<file path="src/sv/amsv_pkg.sv">
package amsv_pkg;

    localparam int WINDOW_DEPTH = 64;
    localparam int NUM_CLASSES  = 4;

    localparam int PTR_W   = (WINDOW_DEPTH > 1) ? $clog2(WINDOW_DEPTH) : 1;
    localparam int FILL_W  = $clog2(WINDOW_DEPTH + 1);
    localparam int CNT_W   = FILL_W;
    localparam int LBL_W   = (NUM_CLASSES > 1) ? $clog2(NUM_CLASSES) : 1;
    localparam int SCORE_W = 16;
    localparam int WLEN_W  = 7;

    // APB register file: two registers, read as 32-bit words, at byte offsets 0 and 4
    localparam int ADDR_W    = 3;
    localparam int DATA_W    = 32;
    localparam int REG_IDX_W = 1;

    localparam logic [REG_IDX_W-1:0] REG_STABILIZE = 1'b0;
    localparam logic [REG_IDX_W-1:0] REG_WIN_LEN   = 1'b1;

    localparam logic [WLEN_W-1:0] WLEN_RESET = 7'd16;

    typedef logic [LBL_W-1:0] t_label;

    // Window command issued on each accepted beat
    typedef struct packed {
        logic              load;
        logic              push;
        t_label            raw;
        logic [FILL_W-1:0] len;
    } t_win_cmd;

endpackage

</file>
<file path="src/sv/argmax_sliding_majority_vote.sv">
// Argmax classifier with sliding-window majority vote. Each input beat carries four
// signed Q8.8 class scores; each output beat carries the raw argmax label (lowest
// index wins ties) and the output label, which is the most frequent label among the
// last window_length raw labels when stabilize_enable is set, else the raw label.
// Throughput is one beat per clock while the sink does not stall. Stage 1 registers
// the label ring memory read of the oldest entry; the output register then takes the
// class count update and vote and holds the result while the sink stalls.
// window_length 0 acts as 1 and values above 64 act as 64. Registers: offset 0x0
// stabilize_enable (bit 0, reset 1), offset 0x4 window_length (bits 6:0, reset 16);
// write them only while no beat is in flight.
module argmax_sliding_majority_vote (
    input  logic                                 i_clk,
    input  logic                                 i_rst_n,
    input  logic                                 psel,
    input  logic                                 penable,
    input  logic                                 pwrite,
    input  logic [amsv_pkg::ADDR_W-1:0]          paddr,
    input  logic [amsv_pkg::DATA_W-1:0]          pwdata,
    output logic [amsv_pkg::DATA_W-1:0]          prdata,
    output logic                                 pready,
    input  logic                                 i_valid,
    output logic                                 o_ready,
    input  logic signed [amsv_pkg::SCORE_W-1:0]  i_score_zero,
    input  logic signed [amsv_pkg::SCORE_W-1:0]  i_score_one,
    input  logic signed [amsv_pkg::SCORE_W-1:0]  i_score_two,
    input  logic signed [amsv_pkg::SCORE_W-1:0]  i_score_three,
    output logic                                 o_valid,
    input  logic                                 i_ready,
    output amsv_pkg::t_label                     o_label,
    output amsv_pkg::t_label                     o_raw_label
);
    import amsv_pkg::*;

    logic                  r_stab;
    logic [WLEN_W-1:0]     r_wlen;
    logic [FILL_W-1:0]     eff_len;
    logic [REG_IDX_W-1:0]  reg_idx;
    logic                  cfg_wr;

    logic signed [SCORE_W-1:0] best01, best23;
    t_label                idx01, idx23, raw_label;

    logic                  accept;
    logic                  s1_adv;
    logic                  r_s1_valid;
    logic                  r_s1_stab;
    t_label                r_s1_raw;
    t_label                major;
    t_win_cmd              win_cmd;

    logic                  r_o_valid;
    logic                  r_o_stab;
    t_label                r_o_label;
    t_label                r_o_raw;

    // Configuration
    assign reg_idx = paddr[2 +: REG_IDX_W];
    assign cfg_wr  = psel && penable && pwrite && pready;
    assign pready  = 1'b1;

    always_ff @(posedge i_clk) begin
        if (!i_rst_n) begin
            r_stab <= 1'b1;
            r_wlen <= WLEN_RESET;
        end else if (cfg_wr) begin
            if (reg_idx == REG_STABILIZE) begin
                r_stab <= pwdata[0];
            end
            if (reg_idx == REG_WIN_LEN) begin
                r_wlen <= pwdata[WLEN_W-1:0];
            end
        end
    end

    always_comb begin
        case (reg_idx)
            REG_STABILIZE: prdata = DATA_W'(r_stab);
            REG_WIN_LEN:   prdata = DATA_W'(r_wlen);
            default:       prdata = '0;
        endcase
    end

    always_comb begin
        if (r_wlen == '0) begin
            eff_len = FILL_W'(1);
        end else if (32'(r_wlen) > WINDOW_DEPTH) begin
            eff_len = FILL_W'(WINDOW_DEPTH);
        end else begin
            eff_len = FILL_W'(r_wlen);
        end
    end

    // Pairwise argmax; the later pair wins only when strictly greater
    always_comb begin
        if (i_score_one > i_score_zero) begin
            best01 = i_score_one;
            idx01  = LBL_W'(1);
        end else begin
            best01 = i_score_zero;
            idx01  = LBL_W'(0);
        end
        if (i_score_three > i_score_two) begin
            best23 = i_score_three;
            idx23  = LBL_W'(3);
        end else begin
            best23 = i_score_two;
            idx23  = LBL_W'(2);
        end
        raw_label = (best23 > best01) ? idx23 : idx01;
    end

    // Handshake: stage 1 advances into the output register when it is free or drains
    assign s1_adv  = r_s1_valid && (!r_o_valid || i_ready);
    assign o_ready = !r_s1_valid || s1_adv;
    assign accept  = i_valid && o_ready;

    assign win_cmd.load = accept;
    assign win_cmd.push = r_stab;
    assign win_cmd.raw  = raw_label;
    assign win_cmd.len  = eff_len;

    amsv_window u_window (
        .i_clk   (i_clk),
        .i_rst_n (i_rst_n),
        .i_cmd   (win_cmd),
        .i_adv   (s1_adv),
        .o_major (major)
    );

    always_ff @(posedge i_clk) begin
        if (!i_rst_n) begin
            r_s1_valid <= 1'b0;
        end else if (accept) begin
            r_s1_valid <= 1'b1;
        end else if (s1_adv) begin
            r_s1_valid <= 1'b0;
        end
    end

    always_ff @(posedge i_clk) begin
        if (accept) begin
            r_s1_raw  <= raw_label;
            r_s1_stab <= r_stab;
        end
    end

    always_ff @(posedge i_clk) begin
        if (!i_rst_n) begin
            r_o_valid <= 1'b0;
        end else if (s1_adv) begin
            r_o_valid <= 1'b1;
        end else if (i_ready) begin
            r_o_valid <= 1'b0;
        end
    end

    always_ff @(posedge i_clk) begin
        if (s1_adv) begin
            r_o_label <= r_s1_stab ? major : r_s1_raw;
            r_o_raw   <= r_s1_raw;
            r_o_stab  <= r_s1_stab;
        end
    end

    assign o_valid     = r_o_valid;
    assign o_label     = r_o_label;
    assign o_raw_label = r_o_raw;

    a_ready_when_empty: assert property (@(posedge i_clk) disable iff (!i_rst_n)
        !r_o_valid |-> o_ready)
        else $error("input stalled while output register empty");

    a_raw_passthrough: assert property (@(posedge i_clk) disable iff (!i_rst_n)
        r_o_valid && !r_o_stab |-> o_label == o_raw_label)
        else $error("label differs from raw label with stabilizing off");

    a_out_from_stage1: assert property (@(posedge i_clk) disable iff (!i_rst_n)
        $rose(r_o_valid) |-> $past(r_s1_valid))
        else $error("output beat without a stage 1 item");

endmodule

</file>
<file path="src/sv/amsv_window.sv">
module amsv_window (
    input  logic               i_clk,
    input  logic               i_rst_n,
    input  amsv_pkg::t_win_cmd i_cmd,
    input  logic               i_adv,
    output amsv_pkg::t_label   o_major
);
    import amsv_pkg::*;

    logic [LBL_W-1:0]  r_ring [WINDOW_DEPTH];
    t_label            r_evict_lbl;

    logic [PTR_W-1:0]  r_oldest, n_oldest;
    logic [PTR_W-1:0]  r_head, n_head;
    logic [FILL_W-1:0] r_fill, n_fill;
    logic              evict;

    logic              r_s1_push;
    logic              r_s1_evict;
    t_label            r_s1_raw;

    logic [CNT_W-1:0]  r_counts [NUM_CLASSES];
    logic [CNT_W-1:0]  n_counts [NUM_CLASSES];
    logic [CNT_W-1:0]  top;

    function automatic logic [PTR_W-1:0] ptr_inc(input logic [PTR_W-1:0] p);
        if (32'(p) == WINDOW_DEPTH - 1) begin
            return '0;
        end
        return p + 1'b1;
    endfunction

    // Window full for the current length: the oldest label leaves first
    assign evict = i_cmd.push && (r_fill >= i_cmd.len) && (r_fill != '0);

    // Head is always oldest + fill, so the new label lands there either way
    always_comb begin
        n_oldest = r_oldest;
        n_head   = r_head;
        n_fill   = r_fill;
        if (i_cmd.load && i_cmd.push) begin
            n_head = ptr_inc(r_head);
            if (evict) begin
                n_oldest = ptr_inc(r_oldest);
            end else begin
                n_fill = r_fill + 1'b1;
            end
        end
    end

    always_ff @(posedge i_clk) begin
        if (!i_rst_n) begin
            r_oldest   <= '0;
            r_head     <= '0;
            r_fill     <= '0;
            r_s1_push  <= 1'b0;
            r_s1_evict <= 1'b0;
        end else begin
            r_oldest <= n_oldest;
            r_head   <= n_head;
            r_fill   <= n_fill;
            if (i_cmd.load) begin
                r_s1_push  <= i_cmd.push;
                r_s1_evict <= evict;
            end
        end
    end

    // Read-before-write: each load reads the oldest label, the one a full window evicts
    always_ff @(posedge i_clk) begin
        if (i_cmd.load) begin
            r_evict_lbl <= r_ring[r_oldest];
            r_s1_raw    <= i_cmd.raw;
        end
        if (i_cmd.load && i_cmd.push) begin
            r_ring[r_head] <= i_cmd.raw;
        end
    end

    always_comb begin
        for (int c = 0; c < NUM_CLASSES; c++) begin
            n_counts[c] = r_counts[c];
            if (r_s1_push) begin
                if (r_s1_evict && r_evict_lbl == LBL_W'(c) && r_counts[c] != '0) begin
                    n_counts[c] = n_counts[c] - 1'b1;
                end
                if (r_s1_raw == LBL_W'(c)) begin
                    n_counts[c] = n_counts[c] + 1'b1;
                end
            end
        end
    end

    // Strict compare keeps the lowest index on ties
    always_comb begin
        top     = '0;
        o_major = '0;
        for (int c = 0; c < NUM_CLASSES; c++) begin
            if (n_counts[c] > top) begin
                top     = n_counts[c];
                o_major = LBL_W'(c);
            end
        end
    end

    always_ff @(posedge i_clk) begin
        if (!i_rst_n) begin
            for (int c = 0; c < NUM_CLASSES; c++) begin
                r_counts[c] <= '0;
            end
        end else if (i_adv) begin
            for (int c = 0; c < NUM_CLASSES; c++) begin
                r_counts[c] <= n_counts[c];
            end
        end
    end

endmodule
</file>
<file path="config.mk">
export PLATFORM = sky130hd
export DESIGN_NAME = argmax_sliding_majority_vote
export DESIGN_NICKNAME = d
export VERILOG_FILES = /design/src/sv/amsv_pkg.sv /design/src/sv/argmax_sliding_majority_vote.sv /design/src/sv/amsv_window.sv
export SDC_FILE = /design/constraint.sdc
export NUM_CORES = 1
export LEC_CHECK = 0
export BUFFER_PORTS_ARGS = -buffer_cell sky130_fd_sc_hd__buf_2
export CORE_UTILIZATION = 55
export CTS_CLUSTER_DIAMETER = 100
export CTS_CLUSTER_SIZE = 28
export DETAILED_ROUTE_END_ITERATION = 12
export MAX_ROUTING_LAYER = met4
export PLACE_DENSITY = 0.84
export SLEW_MARGIN = 5
export SYNTH_ARGS = -nofsm -noshare
export SYNTH_HDL_FRONTEND = slang
export SYNTH_SLANG_ARGS = --single-unit
</file>
<file path="constraint.sdc">
create_clock -name i_clk -period 10.6 [get_ports i_clk]
set_input_delay 2.12 -clock i_clk [delete_from_list [all_inputs] [get_ports i_clk]]
set_output_delay 2.12 -clock i_clk [all_outputs]
set_load 0.005 [all_outputs]
</file>
==> flow_summary.ini <==
[run_status]
status = finished clean

[timing]
setup_ws_post_layout_ns = 1.92
fmaxAchievable_ghz = 0.115
finalSetupTns_ns = 0
timing.final.setup_violations = 0
fin_crit_ns = 8.68
final.period_utilization_pct = 81.9
grt_setup_unrepaired = false
timing_max_transition_violations_final = 0
finalClockSkew_ns = 0.0201
maxSlewHeadroom_pct = 32.0
hold_violations = 0
slew_at_the_pin_with_the_worst_max_slew_slack_ns = 1.02

[floorplan]
floorplan.die_area_um2 = 23800
floorplan.initialDensity_pct = 56.2
num_io_pins = 145
rows = 55
floorplan.die.width_um = 154
core-area_um2 = 22700
dieHeight_um = 154

[route]
met3_wire_length_um = 1890
count_of_tritonroute_iterations_in_the_first_routing_pass = 8
drt-wirelength-per-cell_um = 18.4
highest_layer = met4
route.layer.met1.wl_um = 11300
initialDrtViolationCount = 954
route.met2.wl_um = 14100
wirelength_um = 28100
final_antenna_net_count = 0
route.vias.total = 9342
drc_errors = 0
viasPerCell = 6.11

[cts]
post_cts_resize_count = 0
clock_tree.root_cell = clkbuf_16
cts_max_level = 4
clockBufferDepth = 2
cts-hold-fix-buffers = 0
worstSkewPairLatency_ns = 0.45
cts_tree = done
clkSlewWorstSetupHoldPaths_ns = 0.07
inserted_clock_buffers = 17
cts_num_sinks = 196
postCtsSetupRepairBufs = 0

[placed_design]
port-buffer-count = 91
post-dp-hpwl_um = 19100
gp_weighted_congestion = 0.903
placedCellCount = 1495
dpl_worst_slack_ns = 2.07

[power]
design_power_total_uw = 1970
power.static_leakage_uw = 0.00522
worst_ir_drop_vdd_uv = 133
power.density_cell_area_nw_per_um2 = 141

[cells_and_area]
layout.cells.non_filler = 1528
final_core_utilization_pct = 61.3
layout-drive-gt1-share_pct = 19.0
final_nets = 1427
area_growth_pct = 9.16

[synthesis]
syn-instance-count = 1165
postSynthRegisterBits = 196
yosysSeqAreaShare_pct = 43.7
netlist_area_um2 = 12800
count_of_flip_flops_with_a_built_in_enable_after_synthesis = 165
synth.top_cell.area_share_pct = 38.8
avgSynthCellArea_um2 = 10.9
ys.warnings.count = 0
ys_async_sr_fraction_pct = 0
synth.distinct_cells = 91
synthDominantAreaCellType = edfxtp_1
synth_top_flop_cell = edfxtp_1
synth_top_cells_by_area = edfxtp_1, ha_1, mux4_2, dfxtp_1, nor2_1

[global_routing]
groute.usage.overall_pct = 24.9
grt-ovfl-total = 0
number_of_global_route_vias_before_repair = 9068
grt_max_degree = 67
grt_first_pass_wirelength_um = 45200
number_of_antenna_violations_at_the_first_check_in_global_routing = 1

[setup_path]
critical_path.max_fanout = 10
signal_arrival_time_at_the_worst_endpoint_ns = 8.85
worst_setup_path_end_kind = flip-flop
startpoint_type = flip-flop
critPathKind = reg -> reg
critPathMaxStageDelay_ns = 0.80
required_ns = 10.77
crit_path_frequent_cell = ha_1
critical_path.slowest_cell = o21bai_1

[job]
maxCapViolations = 0

[worst_hold_path]
worst_hold_path_type = reg -> reg
[Yosys cell counts (all sizes together) (8+ instances only)]
cell type    n
a211oi       8
o21ai       26
o21a        14
nor4        10
buf         45
nor2b       12
mux4        42
and2        22
dfxtp       31
nand2       71
a21o        17
nand2b      10
nor2       153
clkbuf      32
edfxtp     165
xnor2       38
mux2        23
or3         10
o211ai      10
nand3       26
nand4       18
nor3        13
a21oi       47
ha          92
xor2        14
mux2i       36
inv         70
[logic make-up (layout without fill, tap and decap cells)]
family | count (synthesis) | count (layout) | synth area share, %
adders and majority gates | 92 | 92 | 9.02
and+or+nand+nor | 396 | 396 | 15.9
muxes | 101 | 101 | 12.3
buffers and inverters | 148 | 201 | 5.31
AOI/OAI and AO/OA | 178 | 178 | 9.97
other | 2 | 27 | 0.0589
xor gates and xnor gates | 52 | 52 | 3.69
DFF | 196 | 196 | 43.7
[critical path, delay by kind of cell, from the launching register on]
family,cells,cell delay (ns)
xor gates and xnor gates,2,0.52
AOI/OAI and AO/OA,17,4.37
adders and majority gates,5,1.18
and+or+nand+nor,6,1.25
buffers and inverters,3,0.53
DFF,1,0.54
[final cells by class]
type                    count  area (um^2)
clock inverters            15          173
inverters                  71          267
diodes                      1         2.50
clock buffers              17          425
multi-input cells         845         6620
well taps                 285          357
repair buffers             98          508
fillers                  1786         8780
flip-flops and latches    196         5580
[path summary, 6_finish.rpt]
path	depth (start not counted)	slack (ns)	start	endpoint
min reg2reg	2	0.48	r_wlen[0]	r_wlen[0]
max reg2reg	33	1.92	u_window.r_counts[0][0]	o_label[1]
min	2	0.48	r_wlen[0]	r_wlen[0]
max	33	1.92	u_window.r_counts[0][0]	o_label[1]
[power by group]
| group | internal [uW] | total [uW] | switching (uW) |
|---|---|---|---|
| Sequential | 902 | 930 | 28.3 |
| Clock | 321 | 662 | 341 |
| Combinational | 149 | 374 | 225 |
| Total | 1370 | 1970 | 594 |
[state kept, by name, summed over array words and instances, names as in the netlist, 2 cells and up]
| signal | cells |
|---|---|
| u_window.r_evict_lbl | 2 |
| u_window.r_ring | 128 |
| u_window.r_s1_raw | 2 |
| r_wlen | 7 |
| o_raw_label | 2 |
| u_window.r_counts | 28 |
| u_window.r_oldest | 6 |
| o_label | 2 |
| u_window.r_head | 6 |
| u_window.r_fill | 7 |
[per-stage QoR]
stage                     cell area (um^2)  hold WS, ns
after detailed placement             13300        0.466
after floorplan                      12800        0.424
after global routing                 13900        0.519
after CTS                            13900        0.477
final                                13900        0.480
after global placement               13300        0.463
[placed cells by master (no fill, tap or decap), types with 12 or more instances in the layout]
cell	instances
nor3_1	13
a21o_1	17
and2_1	21
dfxtp_1	30
edfxtp_1	165
xor2_1	14
buf_2	91
xnor2_1	36
clkbuf_16	17
o21a_1	14
o21ai_0	22
ha_1	92
a21oi_1	46
mux2i_1	35
nor2_1	152
conb_1	26
nand3_1	26
nand2_1	71
nor2b_1	12
nand4_1	18
inv_1	69
mux2_2	20
mux4_2	42
[per-layer routing]
metal	vias up	GRT usage, %
met3	70	3.39
met4	0	9.10
met5	-	-
met1	4491	30.3
met2	390	42.5
li1	4391	-
Power figures use the tool's default switching activity.
